File: src/rtl/qrs_pkg.sv
package qrs_pkg;

    localparam int COEF_WIDTH = 32;
    localparam int FRAC_BITS  = 16;

    // Per-word control that walks down every chain next to the data.
    typedef struct packed {
        logic valid;
        logic zero;   // leading coefficient is zero
        logic aneg;   // leading coefficient is negative
        logic dneg;   // discriminant is negative
    } t_ctl;

endpackage

File: src/rtl/qrs_sqrt_cell.sv
// One digit of a restoring square root: retires two radicand bits per cell.
module qrs_sqrt_cell #(
    parameter int DW  = 66,
    parameter int SW  = 33,
    parameter int SBW = 67
) (
    input  logic                i_clk,
    input  logic                i_rst_n,
    input  logic                i_en,
    input  qrs_pkg::t_ctl       i_ctl,
    input  logic [SW+1:0]       i_rem,
    input  logic [SW-1:0]       i_root,
    input  logic [DW-1:0]       i_rad,
    input  logic [SBW-1:0]      i_sb,
    output qrs_pkg::t_ctl       o_ctl,
    output logic [SW+1:0]       o_rem,
    output logic [SW-1:0]       o_root,
    output logic [DW-1:0]       o_rad,
    output logic [SBW-1:0]      o_sb
);

    localparam int RW = SW + 2;

    logic [RW+1:0]  w_try_rem;
    logic [RW+1:0]  w_trial;
    logic [RW+1:0]  w_diff;
    logic           w_ge;
    logic [RW-1:0]  n_rem;
    logic [SW-1:0]  n_root;
    logic [DW-1:0]  n_rad;

    qrs_pkg::t_ctl  r_ctl;
    logic [RW-1:0]  r_rem;
    logic [SW-1:0]  r_root;
    logic [DW-1:0]  r_rad;
    logic [SBW-1:0] r_sb;

    assign w_try_rem = {i_rem, i_rad[DW-1:DW-2]};
    assign w_trial   = {2'b00, i_root, 2'b01};
    assign w_ge      = (w_try_rem >= w_trial);
    assign w_diff    = w_try_rem - w_trial;

    assign n_rem  = w_ge ? w_diff[RW-1:0] : w_try_rem[RW-1:0];
    assign n_root = {i_root[SW-2:0], w_ge};
    assign n_rad  = {i_rad[DW-3:0], 2'b00};

    always_ff @(posedge i_clk) begin
        if (!i_rst_n) begin
            r_ctl <= '0;
        end else if (i_en) begin
            r_ctl <= i_ctl;
        end
    end

    always_ff @(posedge i_clk) begin
        if (i_en) begin
            r_rem  <= n_rem;
            r_root <= n_root;
            r_rad  <= n_rad;
            r_sb   <= i_sb;
        end
    end

    assign o_ctl  = r_ctl;
    assign o_rem  = r_rem;
    assign o_root = r_root;
    assign o_rad  = r_rad;
    assign o_sb   = r_sb;

endmodule

File: config.mk
export PLATFORM = sky130hd
export DESIGN_NAME = qrs_sqrt_cell
export DESIGN_NICKNAME = d
export VERILOG_FILES = /design/src/rtl/qrs_pkg.sv /design/src/rtl/qrs_sqrt_cell.sv
export SDC_FILE = /design/constraint.sdc
export NUM_CORES = 1
export LEC_CHECK = 0
export BUFFER_PORTS_ARGS = -buffer_cell sky130_fd_sc_hd__buf_4
export CORE_AREA = 2 2 163 165
export CTS_CLUSTER_SIZE = 28
export DETAILED_ROUTE_END_ITERATION = 6
export DIE_AREA = 0 0 165 167
export MAX_ROUTING_LAYER = met4
export PLACE_DENSITY = 0.66
export SKIP_CTS_REPAIR_TIMING = 1
export SYNTH_ARGS = -nofsm -noshare
export SYNTH_HDL_FRONTEND = slang
export SYNTH_SLANG_ARGS = --single-unit
File: constraint.sdc
create_clock -name i_clk -period 5 [get_ports i_clk]
set_input_delay 1 -clock i_clk [delete_from_list [all_inputs] [get_ports i_clk]]
set_output_delay 1 -clock i_clk [all_outputs]
set_load 0.01 [all_outputs]
==> impl_metrics.csv <==
group,metric,value,unit
status,outcome,"complete, no violations",
placed_design,portBuffers,410,
placed_design,place.gp.congestion,0.897,
synthesis,ys_warn_count,0,
min_path,min_path_cells,2,
clock_network,clk_root_buffer_cell,"clkbuf_16",
final_layout,regArea,0.00606,mm²
routing,wirelength,27800,µm
synthesis,yosysSeqAreaShare,0.714,
pwr,totalPowerFinal,4550,µW
floorplan,ios,413,
floorplan,start_util,0.329,
final_layout,fillers,2352,
pwr,irDropWorstVdd,215,µV
floorplan,die_x,165,µm
clock_network,cts_max_level,1,
sta,rsz0062_at_grt,"false",
floorplan,die_area,0.0276,mm²
final_layout,drive_gt1_frac,0.440,
min_path,hp-class,"reg -> reg",
critical_path,rr_endpoint,"o_ctl[2]$_SDFFE_PN0P_",
global_routing,grt_pass1_vias,6406,
global_routing,grt_max_degree,129,
sta,post-route-period-util,0.731,
critical_path,cp-end-kind,"flop",
synthesis,synth_area,0.00848,mm²
routing,final_antenna_net_count,0,
clock_network,cts.clk_slew.worst_paths,0.06,ns
sta,hold_viol,0,
synthesis,synth_edf_count,199,
final_layout,nNetsFinal,1268,
synthesis,synthCells,595,
routing,drcViolationCount,0,
critical_path,slowest_stage,"o31ai_1",
critical_path,criticalPathCategory,"in -> reg",
floorplan,die_h,167,µm
global_routing,antenna_found_initial,2,
critical_path,cp_max_fo,4,
final_layout,design_area,0.0127,mm²
floorplan,rows,59,
clock_network,insertion_delay,0.51,ns
sta,max_freq,0.274,GHz
pwr,p_leak,0.00553,µW
floorplan,core_area,0.0258,mm²
sta,fin_crit,3.66,ns
synthesis,syn_area_per_cell,14.3,µm²
min_path,hold_start,"o_ctl[1]$_SDFFE_PN0P_",
clock_network,cts.sinks,203,
synthesis,synth_cell_types,49,
critical_path,critPathMaxStageDelay,0.74,ns
sta,tightest_slew,1.01,ns
global_routing,grt_pass1_wl,39000,µm
final_layout,multi_input_area,0.00217,mm²
critical_path,reg2reg_depth,2,
placed_design,place_inst,1334,
routing,avgRoutedWirePerCell,20.2,µm
critical_path,r2r_setup_slack,4.35,ns
routing,drtIter0Drc,423,
final_layout,utilization,0.492,
min_path,whs_endpoint,"o_ctl[1]$_SDFFE_PN0P_",
clock_network,clockBufferDepth,3,
sta,fin_skew,0,ns
sta,setup_violations,0,
job,drv_cap,0,
routing,vias_per_cell,4.69,
global_routing,grt.overflow.total,0,
sta,tns,0,ns
clock_network,cts_made_buffers,24,
synthesis,ys.flop_type,"edfxtp_1",
critical_path,crit_arrival,3.90,ns
final_layout,syn2layout_area_growth,49.4,%
global_routing,track_usage,0.195,
critical_path,worstPathRequired,5.25,ns
placed_design,dp_hpwl,22100,µm
critical_path,cp_cell_sequence,"buf_4, ha_1, o21ai_0, a21oi_1, o21ai_0, a31oi_1, buf_4, a41oi_1, o31ai_1, a21boi_0, xor2_1, o21ai_1",
critical_path,rr_startpoint,"o_ctl[2]$_SDFFE_PN0P_",
synthesis,synth-seq-cells,203,
routing,dr.pass1.iters,5,
sta,drv_slew,0,
final_layout,finalNonFillerCells,1379,
clock_network,cts_tree,"built",
routing,num_vias,6474,
sta,slew_headroom,0.325,
synthesis,ys_async_sr_fraction,0,
pwr,power_density,359,mW/mm²
critical_path,crit_path_start_kind,"input port",
placed_design,place_area,0.0120,mm²
-- power by group --
part           total, µW  leakage [µW]  internal, µW  switching, µW
Combinational        861       0.00320           424            437
Sequential          2110       0.00198          2060           47.2
Clock               1580      0.000347           906            672
Total               4550       0.00553          3390           1160
-- cell usage in the layout (no fill, tap or decap), drive strengths merged, types with 2 or more instances in the layout --
cell	instances
xor2	15
o31ai	4
a21oi	39
nor2b	5
o21a	2
buf	417
conb	2
nand3	8
diode	2
and3	4
mux2i	5
o21bai	6
o21ai	47
nor2	19
ha	35
or3	3
dfxtp	4
nand2b	4
nor3	5
a21o	20
nor4	2
xnor2	18
o211ai	4
a211oi	4
clkinvlp	3
clkbuf	28
a31oi	3
edfxtp	199
clkinv	12
nand2	63
inv	46
nand4	4
-- worst max-delay path by stage --
stage / slack, ns / startpoint / cells after the start / to
after floorplan: 1.50 / i_root[9] / 13 / o_rem[29]$_DFFE_PP_
after global placement: 0.94 / i_rem[0] / 12 / o_rem[27]$_DFFE_PP_
after detailed placement: 0.86 / i_rem[0] / 12 / o_rem[27]$_DFFE_PP_
after CTS: 1.41 / i_rem[0] / 12 / o_rem[27]$_DFFE_PP_
after global routing: 1.11 / i_rem[0] / 12 / o_rem[27]$_DFFE_PP_
final: 1.34 / i_rem[0] / 12 / o_rem[27]$_DFFE_PP_
-- Yosys cell counts (2+ instances only) --
| cell | count | area [µm²] |
|---|---|---|
| edfxtp_1 | 199 | 5980 |
| nand2_1 | 62 | 233 |
| inv_1 | 46 | 173 |
| a21oi_1 | 39 | 195 |
| ha_1 | 35 | 438 |
| o21ai_0 | 28 | 140 |
| a21o_1 | 20 | 150 |
| nor2_1 | 19 | 71.3 |
| xnor2_1 | 18 | 158 |
| o21ai_1 | 17 | 85.1 |
| xor2_1 | 15 | 131 |
| nand3_1 | 8 | 40.0 |
| o21bai_1 | 6 | 45.0 |
| buf_2 | 5 | 25.0 |
| mux2i_1 | 5 | 50.1 |
| nor2b_1 | 5 | 31.3 |
| nor3_1 | 5 | 25.0 |
| a211oi_1 | 4 | 30.0 |
| and3_1 | 4 | 25.0 |
| dfxtp_1 | 4 | 80.1 |
| nand2b_1 | 4 | 25.0 |
| nand4_1 | 4 | 25.0 |
| a31oi_1 | 3 | 18.8 |
| buf_6 | 3 | 33.8 |
| clkbuf_1 | 3 | 11.3 |
| o211ai_1 | 3 | 22.5 |
| o31ai_1 | 3 | 22.5 |
| or3_1 | 3 | 18.8 |
| buf_4 | 2 | 15.0 |
| nor4_1 | 2 | 12.5 |
| o21a_1 | 2 | 15.0 |
| o21ai_2 | 2 | 17.5 |
-- routing by layer --
metal	vias up	track usage	share of wire
met5	-	-	0
li1	3054	-	-
met1	3085	0.214	0.37
met2	279	0.331	0.50
met4	0	0.0620	0.031
met3	56	0.0658	0.10
-- flip-flops by register name (all words and copies together) (netlist names) --
register and flops:
o_ctl 4, o_rad 64, o_rem 35, o_root 33, o_sb 67
-- per-stage QoR --
stage               hold slack, ns  setup slack [ns]
finish                       0.518              1.34
global route                 0.569              1.11
CTS                          0.525              1.41
detailed placement           0.510             0.859
global placement             0.498             0.938
floorplan                    0.538              1.50
-- final cells by class --
class,instances,area share
repair buffers,417,0.248
diodes,2,0.000395
well taps,335,0.0331
clock inverters,15,0.00602
inverters,46,0.0136
clock buffers,28,0.0503
flip-flops and latches,203,0.478
multi-input cells,333,0.171
-- cells by family after synthesis --
family	after synthesis	share of synthesized area
AOI/OAI and AO/OA	137	0.0994
xor gates and xnor gates	33	0.0341
adders and majority gates	35	0.0516
buffers and inverters	60	0.0310
DFF	203	0.714
muxes	5	0.00590
other	1	0.000442
and+or+nand+nor	121	0.0639
-- critical path: cells and delay by family --
| family | cells | cell delay (ns) |
|---|---|---|
| XOR/XNOR | 1 | 0.17 |
| AO/OA/AOI/OAI | 8 | 2.11 |
| adder cells (fa/ha/maj) | 1 | 0.33 |
| buffers and inverters | 2 | 0.28 |
Note: power is estimated with default switching activity, not from simulation.
