## src/rtl/qrs_pkg.sv

```systemverilog
package qrs_pkg;

    localparam int COEF_WIDTH = 32;
    localparam int FRAC_BITS  = 16;

    // Per-word control that walks down every chain next to the data.
    typedef struct packed {
        logic valid;
        logic zero;   // leading coefficient is zero
        logic aneg;   // leading coefficient is negative
        logic dneg;   // discriminant is negative
    } t_ctl;

endpackage

```

## src/rtl/qrs_div_cell.sv

```systemverilog
// One quotient bit of a restoring divide; the divisor rides along.
module qrs_div_cell #(
    parameter int W   = 32,
    parameter int SBW = 2
) (
    input  logic            i_clk,
    input  logic            i_rst_n,
    input  logic            i_en,
    input  qrs_pkg::t_ctl   i_ctl,
    input  logic [W:0]      i_rem,
    input  logic [W-1:0]    i_xl,
    input  logic [W-1:0]    i_q,
    input  logic [W:0]      i_d,
    input  logic [SBW-1:0]  i_sb,
    output qrs_pkg::t_ctl   o_ctl,
    output logic [W:0]      o_rem,
    output logic [W-1:0]    o_xl,
    output logic [W-1:0]    o_q,
    output logic [W:0]      o_d,
    output logic [SBW-1:0]  o_sb
);

    logic [W+1:0]   w_try;
    logic [W+1:0]   w_diff;
    logic           w_ge;
    logic [W:0]     n_rem;
    logic [W-1:0]   n_xl;
    logic [W-1:0]   n_q;

    qrs_pkg::t_ctl  r_ctl;
    logic [W:0]     r_rem;
    logic [W-1:0]   r_xl;
    logic [W-1:0]   r_q;
    logic [W:0]     r_d;
    logic [SBW-1:0] r_sb;

    assign w_try  = {i_rem, i_xl[W-1]};
    assign w_ge   = (w_try >= {1'b0, i_d});
    assign w_diff = w_try - {1'b0, i_d};

    assign n_rem = w_ge ? w_diff[W:0] : w_try[W:0];
    assign n_q   = {i_q[W-2:0], w_ge};
    assign n_xl  = {i_xl[W-2:0], 1'b0};

    always_ff @(posedge i_clk) begin
        if (!i_rst_n) begin
            r_ctl <= '0;
        end else if (i_en) begin
            r_ctl <= i_ctl;
        end
    end

    always_ff @(posedge i_clk) begin
        if (i_en) begin
            r_rem <= n_rem;
            r_xl  <= n_xl;
            r_q   <= n_q;
            r_d   <= i_d;
            r_sb  <= i_sb;
        end
    end

    assign o_ctl = r_ctl;
    assign o_rem = r_rem;
    assign o_xl  = r_xl;
    assign o_q   = r_q;
    assign o_d   = r_d;
    assign o_sb  = r_sb;

endmodule

```

## config.mk

```make
export PLATFORM = sky130hd
export DESIGN_NAME = qrs_div_cell
export DESIGN_NICKNAME = d
export VERILOG_FILES = /design/src/rtl/qrs_pkg.sv /design/src/rtl/qrs_div_cell.sv
export SDC_FILE = /design/constraint.sdc
export NUM_CORES = 1
export LEC_CHECK = 0
export BUFFER_PORTS_ARGS = -buffer_cell sky130_fd_sc_hd__buf_2
export CAP_MARGIN = 10
export CORE_MARGIN = 2
export CORE_UTILIZATION = 50
export CTS_BUF_LIST = sky130_fd_sc_hd__clkbuf_8
export CTS_CLUSTER_SIZE = 8
export DETAILED_ROUTE_END_ITERATION = 16
export HOLD_SLACK_MARGIN = 0.08
export PLACE_DENSITY = 0.94
export SLEW_MARGIN = 20
export SYNTH_ARGS = -nofsm -noshare
export SYNTH_HDL_FRONTEND = slang
export SYNTH_SLANG_ARGS = --single-unit
export TNS_END_PERCENT = 1
```

## constraint.sdc

```tcl
create_clock -name i_clk -period 2.9 [get_ports i_clk]
set_clock_uncertainty 0.2 [all_clocks]
set_input_delay 0 -clock i_clk [delete_from_list [all_inputs] [get_ports i_clk]]
set_output_delay 0 -clock i_clk [all_outputs]
set_load 0.1 [all_outputs]
```

==> metrics.md, run 1 <==
| Metric | Value |
|---|---|
| Status | stopped before the end |
| Halt point of the flow | clock tree synthesis |
| Error | [ERROR RSZ-0060] Max buffer count reached. |
| Netlist cell types | 57 |
| Synthesis-stage register bit count | 135 |
| Cells after synthesis | 513 |
| Post-Synth Simple-Gate Area | 8.01% |
| Setup repair bufs after CTS | 0 |
| Clk sinks | 135 |
| Post-Synth Adder-Cell Area | 6.65% |
| Die Wd | 118 um |
| Largest family of logic cells by synthesized area | compound AO/OA/AOI/OAI gates |
| Async set or reset register ratio after synthesis | 0% |
| Number of synthesized flops with an enable pin | 131 |
| Num rows | 41 |
| Post-Syn Area | 0.00651 mm2 |
| Final weighted congestion in routability-driven placement | 0.897 |
| Mux share of post-synthesis cell area | 0.845% |
| Avg Cell Area, Syn | 12.7 um2 |
| XOR/XNOR Fraction of Synth Area | 3.77% |
| Initial core utilization | 51.4% |
| YS warnings | 0 |
| Vert. Die Dim | 118 um |
| Root Driver | clkbuf_8 |
| Ys flop type | edfxtp_1 |
| CTS resizes | 0 |
| Top Ports | 275 |
| Seq/Total Area, Yosys | 61.6% |
| Compound-Gate Fraction of Synth Area | 14.7% |
| Clk buf depth | 2 |
| Post-DP HPWL | 14,000 um |
| Dpl cells | 959 |
| I/O Buffers | 272 |
| Hold_buf cts | 199 |
| H-tree levels | 4 |
| Syn nets | 686 |
| Cts bufs inserted | 17 |
kinds of logic after synthesis:
group,count (synthesis)
DFF,135
other,1
xor gates and xnor gates,28
buffers and inverters,60
muxes,5
and+or+nand+nor,114
adders and majority gates,34
AOI/OAI and AO/OA,136
metrics by stage:
stage          cell area, um2  hold WS, ns  utilization, %  setup TNS, ns  setup WS [ns]
3_3_place_gp             8150      -0.0237            64.3              0        0.00403
3_5_place_dp             8150      -0.0217            64.3         -0.108        -0.0672
2_1_floorplan            6510       -0.101               -              0          0.204
Yosys cell counts (2+ instances only):
cell type | n | area share [%]
a211oi_1 | 4 | 0.46
a21boi_0 | 3 | 0.35
a21o_1 | 10 | 1.2
a21oi_1 | 34 | 2.6
a21oi_2 | 2 | 0.27
a31oi_1 | 3 | 0.29
and3_1 | 8 | 0.77
buf_2 | 4 | 0.31
buf_6 | 5 | 0.86
clkbuf_1 | 5 | 0.29
dfxtp_1 | 4 | 1.2
edfxtp_1 | 131 | 60
ha_1 | 33 | 6.3
inv_1 | 43 | 2.5
mux2i_1 | 4 | 0.61
nand2_1 | 58 | 3.3
nand2b_1 | 3 | 0.29
nand3_1 | 8 | 0.61
nand4_1 | 3 | 0.29
nor2_1 | 15 | 0.86
nor2b_1 | 5 | 0.48
nor3_1 | 5 | 0.38
nor4_1 | 4 | 0.38
o211ai_1 | 3 | 0.35
o21a_1 | 4 | 0.46
o21ai_0 | 21 | 1.6
o21ai_1 | 6 | 0.46
o21ai_2 | 18 | 2.4
o21bai_1 | 8 | 0.92
o31ai_1 | 5 | 0.58
or3_1 | 2 | 0.19
xnor2_1 | 16 | 2.2
xor2_1 | 12 | 1.6
==> run 2, diff against run 1 <==
Settings changed: CORE_UTILIZATION 50 to 40, CTS_BUF_LIST sky130_fd_sc_hd__clkbuf_8 to not set, CTS_CLUSTER_SIZE 8 to not set, HOLD_SLACK_MARGIN 0.08 to not set, PLACE_DENSITY 0.94 to not set, PLACE_DENSITY_LB_ADDON set to 0.15.
==> run 2 against run 1 <==
Against the previous run:
- the flow now finishes, with violations (negative hold slack)
- synthesized cell count stayed put
- area after synthesis did not move
==> metrics.md, run 2 <==
| Metric | Value |
|---|---|
| Final Hold Vio Count | 2 |
| # setup viols final | 0 |
| Final period util | 96.7% |
| Top post-synthesis cells by area | edfxtp_1 60%, ha_1 6.3%, nand2_1 3.3% |
| Most frequent cells in the layout | 271 x buf_2, 135 x dlygate4sd3_1, 131 x edfxtp_1 |
| Post-place setup slack | -0.0388 ns (+0.0284 ns) |
| Cts bufs inserted | 17 (unchanged) |
| Arr. time, crit path | 2.78 ns |
| YS warnings | 0 (unchanged) |
| Unrepaired setup endpoints after global routing | yes |
| Critical Path Sink Type | flop |
| Power density cells | 681 mW/mm2 |
| Hold-critical path depth | 1 |
| Critical path launch point type | primary input |
| GRT Resource Usage Total | 22.2% |
| Max_cap viols | 0 |
| Vias post-DR | 5,666 |
| First-pass GRT wire length | 30,300 um |
| Most common cell after layout, fill and taps aside | buf_2 |
| Async set or reset register ratio after synthesis | 0% (unchanged) |
| Failing checks | negative hold slack |
| Post-DRT Antenna Nets | 0 |
| Number of synthesized flops with an enable pin | 131 (unchanged) |
| Vert. Die Dim | 132 um (+11%) |
| Final Critical Period | 2.81 ns |
| I/O Buffers | 272 (unchanged) |
| N_diodes | 0 |
| Final weighted congestion in routability-driven placement | 0.850 (-5.3%) |
| Ys flop type | edfxtp_1 |
| Crit path kind | primary input to flop |
| Area growth, synth to finish | 56.9% |
| Top-area cell type share of the netlist area | 60.4% (unchanged) |
| Netlist cell types | 57 (unchanged) |
| Drt total wl | 19,000 um |
| Initial antenna violation count | 0 |
| Area of the multi-input gates | 0.00231 mm2 |
| Relative slew slack | 62.7% |
| Worst r2r path cells | 3 |
| Via density | 4.84 |
| Instance count on the critical path | 12 |
| Worst-path cell chain | dlygate4sd3_1 > buf_2 > fa_2 > a21o_1 > a221o_2 > a211oi_1 > o21ai_1 > a21oi_1 > buf_4 > o311ai_1 > xnor2_1 > o21ai_0 |
| Initial core utilization | 41.0% (-10 points) |
| H-tree levels | 4 (unchanged) |
| Critical Path RT | 2.87 ns |
| Lkg Pwr | 4.50 nW |
| Worst hold path type | primary input to flop |
| Status | finished with violations |
| Crit-path leading delay family | compound AO/OA/AOI/OAI gates |
| Die Footprint | 0.0173 mm2 |
| Filler cells | 1,223 |
| Hold WS | -0.419 ns |
| Syn nets | 686 (unchanged) |
| Gr ovfl total | 0 |
| Largest net degree at the start of global routing | 59 |
| Maximum VDD drop | 0.349 mV |
| Final WS setup | 0.0948 ns |
| Top Ports | 275 (unchanged) |
| CTS tree | built |
| Initial DRC Count | 241 |
| Pre-antenna DRT Iters | 4 |
| Crit-path slowest cell | dlygate4sd3_1 |
| Crit Path Max Fanout | 3 |
| DR DRC count | 0 |
| Clock Pin Slew Worst Setup and Hold Paths | 0.07 ns |
| Layout cells sized above 1 | 38.1% |
| Register area | 0.00401 mm2 |
| Worst-margin pin slew | 0.555 ns |
| Post-Syn Area | 0.00651 mm2 (unchanged) |
| Die Wd | 132 um (+11%) |
| Clock latency on the worst-skew pair | 0.41 ns |
| Number of global-route vias before repair | 5,807 |
| Post-Layout Inst Area | 0.0102 mm2 |
| Most frequent cell after synthesis | edfxtp_1 |
| Clk sinks | 135 (unchanged) |
| Fmax | 356 MHz |
| Num rows | 46 (+12%) |
| Core area | 0.0159 mm2 |
| Seq/Total Area, Yosys | 61.6% (unchanged) |
| WL per Instance | 16.2 um |
| Crit-path max cell delay | 0.52 ns |
| Critical path buffers and inverters | 3 |
| Cells after synthesis | 513 (unchanged) |
| Post-synth top cells | 131 x edfxtp_1, 58 x nand2_1, 43 x inv_1 |
| Hold_buf cts | 135 (-32%) |
| NumNets Final | 1,115 |
| Post-DP HPWL | 13,300 um (-5.1%) |
| Clk buf depth | 2 (unchanged) |
| Pins Over Slew Limit | 0 |
| Largest area contributor in the netlist | edfxtp_1 |
| Avg Cell Area, Syn | 12.7 um2 (unchanged) |
| Synthesis-stage register bit count | 135 (unchanged) |
| Root Driver | clkbuf_16 |
| Placed cell area | 0.00820 mm2 (+0.68%) |
## run 2: cell type report
| class | instances | area share [%] |
|---|---|---|
| Tap cell | 216 | 2.65 |
| Clock buffer | 17 | 4.16 |
| Clock inverter | 15 | 1.35 |
| Multi-Input combinational cell | 318 | 22.7 |
| Timing Repair Buffer | 427 | 28.3 |
| Inverter | 43 | 1.58 |
| Sequential cell | 135 | 39.3 |
## run 2: path summary, 6_finish.rpt
| path | startpoint | slack, ns | endpoint |
|---|---|---|---|
| min | i_d[0] | -0.42 | o_d[0]$_DFFE_PP_ |
| max reg2reg | o_ctl[3]$_SDFFE_PN0P_ | 1.53 | o_ctl[3]$_SDFFE_PN0P_ |
| min reg2reg | o_ctl[1]$_SDFFE_PN0P_ | 0.33 | o_ctl[1]$_SDFFE_PN0P_ |
| max | i_rem[0] | 0.09 | o_rem[32]$_DFFE_PP_ |
## run 2: through the flow
step                cells  utilization [%]  power (W)  setup TNS (ns)  hold WS [ns]
global route         1171             64.3    0.00723         -0.0231        -0.446
global placement     1003             51.6    0.00477               0       -0.0231
detailed placement   1003             51.6    0.00478          -0.197       -0.0216
CTS                  1170             63.7    0.00698               0        -0.446
finish               1171             64.3    0.00696               0        -0.419
floorplan             513                -    0.00432               0        -0.101
## run 2: cells by family (layout without fill, tap and decap cells)
kind of cell | count (synthesis) | in the layout | share of synthesized area [%]
muxes | 5 | 5 | 0.845
AOI/OAI and AO/OA | 136 | 136 | 14.7
xor gates and xnor gates | 28 | 28 | 3.77
other | 1 | 1 | 0.0576
buffers and inverters | 60 | 502 | 4.36
and+or+nand+nor | 114 | 114 | 8.01
adders and majority gates | 34 | 34 | 6.65
DFF | 135 | 135 | 61.6
## run 2: report_power, final
part / total, W / leakage (nW) / internal [W] / switching (W)
Sequential: 0.00242 / 1.31 / 0.00237 / 0.0000507
Combinational: 0.00250 / 2.92 / 0.000586 / 0.00191
Clock: 0.00204 / 0.265 / 0.00112 / 0.000918
## run 2: layer usage
metal  GRT usage (%)  up-vias  part of all wire [%]
li1                -     2765                     -
met1            25.9     2647                    41
met2            39.0      222                    51
met3            6.25       32                   6.0
met4            8.21        0                   2.7
met5               0        -                     0
## run 2: what timing repair did
action                                  in CTS  in global routing
endpoints found under the setup margin       0                 33
resized for setup                            0                 18
setup buffers                                0                  1
hold endpoints to repair                   184                  2
(Power assumes the default switching activity.)
==> run 3, diff against run 2 <==
Settings changed: ABC_AREA set to 1.
==> run 3 against run 2 <==
Against the previous run:
- the flow now finishes without violations
- power rose by 2.3%
- flip-flop and latch count stayed put
- combinational power rose by 2%
- utilization shrank 3.0 points
- worst setup slack better by 0.12 ns
- die area up 14%
- design area rose by 8.6%
- first-iteration DRC count grew 38%
- via count is 22% higher
- area after synthesis is 14% higher
==> metrics.md, run 3 <==
| Metric | Value |
|---|---|
| Status | completed |
| Avg Cell Area, Syn | 8.91 um2 (-30%) |
| Pre-antenna DRT Iters | 5 (+1) |
| M1 GR Usage | 29.4% (+3.5 points) |
| Worst-margin pin slew | 0.956 ns (+0.401 ns) |
| Fmax | 372 MHz (+4.4%) |
| Post-Syn Area | 0.00743 mm2 (+14%) |
| DR DRC count | 0 (unchanged) |
| Ys flop type | edfxtp_1 |
| Netlist cell types | 32 (-44%) |
| Clock Pin Slew Worst Setup and Hold Paths | 0.06 ns (about the same) |
| Worst reg2reg endpoint | o_ctl[2]$_SDFFE_PN0P_ |
| Post-synth top cells | 289 x nand2_1, 159 x inv_1, 131 x edfxtp_1 |
| Worst-path cell chain | dlygate4sd3_1 > buf_2 > ha_1 > inv_1 > nor3_2 > a21oi_1 > nand2_2 > nor2_4 > nand2_8 > nand3_2 > nand2_1 |
| CTS tree | built |
| Die Footprint | 0.0197 mm2 (+14%) |
| Async set or reset register ratio after synthesis | 0% (unchanged) |
| Most Crowded Layer GR | met2 |
| NumNets Final | 1,438 (+29%) |
| Cells after synthesis | 834 (+63%) |
| Area growth, synth to finish | 49.3% |
| Initial DRC Count | 333 (+38%) |
| Critical Path RT | 2.86 ns (about the same) |
| Most frequent cell after synthesis | nand2_1 |
| Num rows | 49 (+6.5%) |
| Unrepaired setup endpoints after global routing | no |
| Critical Path Sink Type | flop |
| Cts bufs inserted | 17 (unchanged) |
| Final Non-Filler Cells | 1,509 (+29%) |
| Filler cells | 1,592 (+30%) |
| Post-DP HPWL | 16,500 um (+24%) |
| R2R setup slack | 1.46 ns (-0.07 ns) |
| Hold Startpoint | i_rem[28] |
| Crit-path slowest cell | nor2_4 |
| Crit path kind | primary input to flop |
| Synthesis-stage register bit count | 135 (unchanged) |
| Post-place setup slack | -0.0353 ns (+0.00346 ns) |
| Seq/Total Area, Yosys | 54.0% (-7.6 points) |
| Setup repair bufs after CTS | 0 (unchanged) |
| Largest area contributor in the netlist | edfxtp_1 |
| Layout cells sized above 1 | 27.2% (-11 points) |
| Vert. Die Dim | 140 um (+6.6%) |
| Initial core utilization | 41.1% (+0.082 points) |
| Lkg Pwr | 5.62 nW (+25%) |
| Number of synthesized flops with an enable pin | 131 (unchanged) |
| Final period util | 92.6% (-4.1 points) |
| Dpl cells | 1,330 (+33%) |
| Final WS setup | 0.214 ns (+0.119 ns) |
| Top-area cell type share of the netlist area | 52.9% (-7.5 points) |
| Top post-synthesis cells by area | edfxtp_1 53%, nand2_1 15%, inv_1 8.0% |
| Drt total wl | 23,200 um (+22%) |
| H-tree levels | 4 (unchanged) |
| Worst hold path type | primary input to flop |
| Crit-path max cell delay | 0.55 ns (+0.03 ns) |
| Clk sinks | 135 (unchanged) |
| YS warnings | 0 (unchanged) |
| Hold WS | 0.0138 ns (+0.433 ns) |
| Arr. time, crit path | 2.65 ns (-0.13 ns) |
| Crit Path Max Fanout | 35 (+32) |
| WL per Instance | 15.4 um (-5.2%) |
| Met3 usage | 5.71% (-0.54 points) |
| Die Wd | 140 um (+6.6%) |
| CTS resizes | 0 (unchanged) |
| Via density | 4.59 (-5.1%) |
| WHS Endpoint | o_rem[29]$_DFFE_PP_ |
| Vias post-DR | 6,928 (+22%) |
| Most frequent cells in the layout | 289 x nand2_1, 271 x buf_2, 159 x inv_1 |
| Top Ports | 275 (unchanged) |
| Worst r2r src | o_ctl[2]$_SDFFE_PN0P_ |
| Final weighted congestion in routability-driven placement | 0.925 (+8.9%) |
| First-pass GRT wire length | 35,900 um (+19%) |
| Most common cell after layout, fill and taps aside | nand2_1 |
| GRT Resource Usage Total | 23.5% (+1.3 points) |
| Root Driver | clkbuf_16 |
| Number of global-route vias before repair | 6,861 (+18%) |
| Worst r2r path cells | 3 (unchanged) |
| Critical path launch point type | primary input |
| Final Hold Vio Count | 0 (-2) |
| Post-DRT Antenna Nets | 0 (unchanged) |
| Power density cells | 642 mW/mm2 (-5.8%) |
| Max_cap viols | 0 (unchanged) |
| I/O Buffers | 272 (unchanged) |
| Syn nets | 1,007 (+47%) |
| Gr ovfl total | 0 (unchanged) |
| Relative slew slack | 36.2% (-26 points) |
| Pins Over Slew Limit | 0 (unchanged) |
| Clk buf depth | 2 (unchanged) |
| Hold-critical path depth | 5 (+4) |
| # setup viols final | 0 (unchanged) |
| Clock latency on the worst-skew pair | 0.42 ns (about the same) |
| Setup TNS | 0 ns (unchanged) |
| Grt met2 use | 39.2% (+0.27 points) |
| Initial antenna violation count | 2 (+2) |
| Maximum VDD drop | 0.397 mV (+14%) |
| Final Critical Period | 2.69 ns (-0.119 ns) |
| Total chip power | 0.00712 W (+2.3%) |
| Largest net degree at the start of global routing | 60 (+1.7%) |
| Core area | 0.0181 mm2 (+14%) |
## run 3: cell types whose count changed after synthesis, moves of 13 or more
cell and delta:
a21oi_1 -13, o21ai_0 -16, nand2_1 +231, nor2_1 +29, o21ai_2 -18, xnor2_1 -15, nand3_1 +47, inv_1 +116
nand3_2 +15
## run 3: worst max path at each step
| stage | start | slack, ns | cells past startpoint | end |
|---|---|---|---|---|
| finish | i_rem[31] | 0.21 | 11 | o_rem[25]$_DFFE_PP_ |
| global route | i_d[1] | 0.04 | 13 | o_rem[0]$_DFFE_PP_ |
| CTS | i_rem[8] | 0.002 | 11 | o_rem[25]$_DFFE_PP_ |
| detailed placement | i_d[26] | -0.04 | 13 | o_rem[25]$_DFFE_PP_ |
| global placement | i_rem[30] | 0.02 | 11 | o_rem[25]$_DFFE_PP_ |
| floorplan | i_xl[31] | 1.06 | 13 | o_rem[25]$_DFFE_PP_ |
## run 3: kinds of logic (layout without fill, tap and decap cells)
group           after synthesis  in the layout  synth area share (%)
compound gates               29             29                  2.05
xor+xnor                     14             14                  1.65
fa+ha+maj                    34             34                  5.83
buf+inv                     171            614                  9.21
flops                       135            135                  54.0
other cells                   1              3                0.0505
simple gates                450            451                  27.2
## run 3: power by group
group	internal [W]	total, W	switching, W
logic	0.000550	0.00255	0.00200
registers	0.00236	0.00241	0.0000442
clock network	0.00122	0.00216	0.000946
## run 3: repair_timing
item,4_1_cts,5_1_grt
hold endpoints to repair,179,3
hold buffers,141,3
setup endpoints to repair,0,34
## run 3: cell type report
cell class                      count  area [um2]  share of cell area (%)
Sequential cell                   135        4010                    36.2
Timing Repair Buffer              421        2860                    25.8
Multi-Input combinational cell    529        2740                    24.7
Inverter                          161         604                    5.45
Clock buffer                       17         425                    3.83
Tap cell                          229         287                    2.58
Clock inverter                     15         164                    1.48
Antenna cell                        2        5.00                  0.0451
## run 3: per-layer routing
| metal | part of all wire, % | vias to the layer above |
|---|---|---|
| li1 | - | 3525 |
| met1 | 43 | 3118 |
| met2 | 47 | 242 |
| met3 | 6.7 | 43 |
| met4 | 3.3 | 0 |
| met5 | 0 | - |
## run 3: metrics by stage
| step | utilization, % | cell area (um2) |
|---|---|---|
| 2_1_floorplan | - | 7430 |
| 3_3_place_gp | 50.1 | 9050 |
| 3_5_place_dp | 50.1 | 9050 |
| 4_1_cts | 61.1 | 11100 |
| 5_1_grt | 61.3 | 11100 |
| 6_report | 61.3 | 11100 |
## run 3: critical path: cells and delay by family
family,cells,cell delay [ns]
adder cells (fa/ha/maj),1,0.33
AO/OA/AOI/OAI,1,0.21
AND/OR/NAND/NOR,6,1.30
buffers and inverters,3,0.78
==> run 4, diff against run 3 <==
Settings changed: ABC_AREA 1 to not set, CORE_UTILIZATION 40 to 48.
==> run 4 against run 3 <==
Against the previous run:
- the run now ends with negative hold slack left
- largest cell class unchanged
- maximum frequency fell by 3.7%
- combinational power fell by 2%
- critical path type unchanged
- sequential power barely moved
- flip-flop and latch count did not move
- critical endpoint is now o_rem[14]$_DFFE_PP_
- design area fell by 8.2%
- non-clock buffer count rose by 9
- utilization rose by 16 points
- critical path depth rose by 1
==> metrics.md, run 4 (synthesis gave the netlist of run 2 again) <==
| Metric | Value |
|---|---|
| Worst-margin pin slew | 0.588 ns (-0.368 ns) |
| Clock latency on the worst-skew pair | 0.42 ns (about the same) |
| Post-DRT Antenna Nets | 0 (unchanged) |
| Most common cell after layout, fill and taps aside | buf_2 |
| Most frequent cells in the layout | 271 x buf_2, 137 x dlygate4sd3_1, 131 x edfxtp_1 |
| Clk buf depth | 2 (unchanged) |
| Critical Path RT | 2.87 ns (about the same) |
| Post-place setup slack | -0.121 ns (-0.0857 ns) |
| CTS tree | built |
| Initial core utilization | 49.2% (+8.1 points) |
| Hold WS | -0.427 ns (-0.440 ns) |
| Area growth, synth to finish | 56.4% |
| Total chip power | 0.00702 W (-1.4%) |
| Final WS setup | 0.111 ns (-0.103 ns) |
| Drt total wl | 19,500 um (-16%) |
| Final Hold Vio Count | 4 (+4) |
| Vias post-DR | 5,662 (-18%) |
| Critical path launch point type | primary input |
| Via density | 4.99 (+8.8%) |
| Die Wd | 120 um (-14%) |
| Cts bufs inserted | 17 (unchanged) |
| Largest net degree at the start of global routing | 62 (+3.3%) |
| Clock Pin Slew Worst Setup and Hold Paths | 0.06 ns (about the same) |
| Root Driver | clkbuf_16 |
| Initial DRC Count | 356 (+6.9%) |
| Number of global-route vias before repair | 5,713 (-17%) |
| Worst hold path type | primary input to flop |
| Crit path kind | primary input to flop |
| Core area | 0.0132 mm2 (-27%) |
| Fmax | 359 MHz (-3.7%) |
| Power density cells | 689 mW/mm2 (+7.4%) |
| I/O Buffers | 272 (unchanged) |
| GRT Resource Usage Total | 26.8% (+3.3 points) |
| Num rows | 42 (-14%) |
| # setup viols final | 0 (unchanged) |
| Gr ovfl total | 0 (unchanged) |
| Vert. Die Dim | 120 um (-14%) |
| Post-DP HPWL | 12,700 um (-23%) |
| Setup TNS | 0 ns (unchanged) |
| Final period util | 96.2% (+3.6 points) |
| Max_cap viols | 0 (unchanged) |
| Pre-antenna DRT Iters | 4 (-1) |
| Top Ports | 275 (unchanged) |
| Crit Path Max Fanout | 5 (-86%) |
| Pins Over Slew Limit | 0 (unchanged) |
| Failing checks | negative hold slack |
| H-tree levels | 4 (unchanged) |
| DR DRC count | 0 (unchanged) |
| Maximum VDD drop | 0.376 mV (-5.2%) |
| Arr. time, crit path | 2.76 ns (+0.11 ns) |
| WL per Instance | 17.2 um (+12%) |
| Lkg Pwr | 4.51 nW (-20%) |
| Unrepaired setup endpoints after global routing | yes |
| Status | finished with violations |
| Relative slew slack | 60.8% (+25 points) |
| Initial antenna violation count | 0 (-2) |
| Die Footprint | 0.0145 mm2 (-26%) |
| Clk sinks | 135 (unchanged) |
| Final Critical Period | 2.79 ns (+0.103 ns) |
| Filler cells | 875 (-45%) |
| Critical Path Sink Type | flop |
| NumNets Final | 1,118 (-22%) |
| Layout cells sized above 1 | 37.7% (+11 points) |
| Final weighted congestion in routability-driven placement | 0.816 (-12%) |
| First-pass GRT wire length | 29,600 um (-18%) |
run 4: cell count changes in the layout (fill, tap and decap cells not counted), moves of 9 or more:
cell      delta
nand2_1    -231
inv_1      -116
nand3_1     -47
nor2_1      -30
o21ai_2     +18
o21ai_0     +16
nand3_2     -15
xnor2_1     +15
buf_4       +14
nand3b_1    -10
a21oi_1      +9
run 4: where the power goes:
group          internal [W]  total [W]  switching (W)
logic              0.000590    0.00251        0.00192
clock network       0.00125    0.00208       0.000832
registers           0.00237    0.00243      0.0000573
total               0.00421    0.00702        0.00281
run 4: metrics by stage:
stage / instance area [um2] / std cells / hold WS, ns / util, %
6_report: 10200 / 1134 / -0.427 / 76.9
4_1_cts: 10100 / 1128 / -0.444 / 76.0
5_1_grt: 10200 / 1133 / -0.437 / 76.9
2_1_floorplan: 6510 / 513 / -0.101 / -
3_3_place_gp: 8160 / 962 / -0.0227 / 61.6
3_5_place_dp: 8160 / 962 / -0.0219 / 61.6
run 4: repair_timing:
item / CTS / global route
setup buffers: 0 / 3
hold buffers: 135 / 2
resized for setup: 0 / 17
endpoints found under the hold margin: 189 / 5
setup endpoints to repair: 0 / 34
run 4: routing by layer:
layer / routed length, um / global-route usage (%) / part of all wire (%) / up-vias
li1: - / - / - / 2765
met1: 7540 / 30.0 / 39 / 2665
met2: 10300 / 48.9 / 53 / 197
met3: 1180 / 6.79 / 6.0 / 35
met4: 474 / 10.1 / 2.4 / 0
met5: 0 / 0 / 0 / -
run 4: final timing paths:
| path | start | endpoint | slack [ns] | cells after the start |
|---|---|---|---|---|
| worst max-delay path | i_rem[2] | o_rem[14]$_DFFE_PP_ | 0.11 | 12 |
| worst min-delay path | i_d[0] | o_d[0]$_DFFE_PP_ | -0.43 | 1 |
| worst max register to register | o_ctl[0]$_SDFFE_PN0P_ | o_ctl[0]$_SDFFE_PN0P_ | 1.52 | 3 |
| worst min register to register | o_ctl[1]$_SDFFE_PN0P_ | o_ctl[1]$_SDFFE_PN0P_ | 0.88 | 3 |
run 4: layout make-up:
type / instances / area (um2) / share of cell area, %
diodes: 1 / 2.50 / 0.0246
clock inverters: 14 / 134 / 1.31
multi-input cells: 318 / 2300 / 22.5
well taps: 176 / 220 / 2.16
repair buffers: 430 / 2930 / 28.8
flip-flops and latches: 135 / 4010 / 39.4
inverters: 43 / 161 / 1.58
clock buffers: 17 / 425 / 4.18
run 4: worst max-delay path, cell delays in order:
cell,delay [ns]
dlygate4sd3_1,0.54
buf_2,0.13
ha_1,0.35
and3_1,0.20
a221o_2,0.43
a21oi_4,0.20
buf_4,0.14
or2b_1,0.21
a21oi_1,0.17
o21ai_0,0.12
xnor2_1,0.21
o21ai_2,0.06
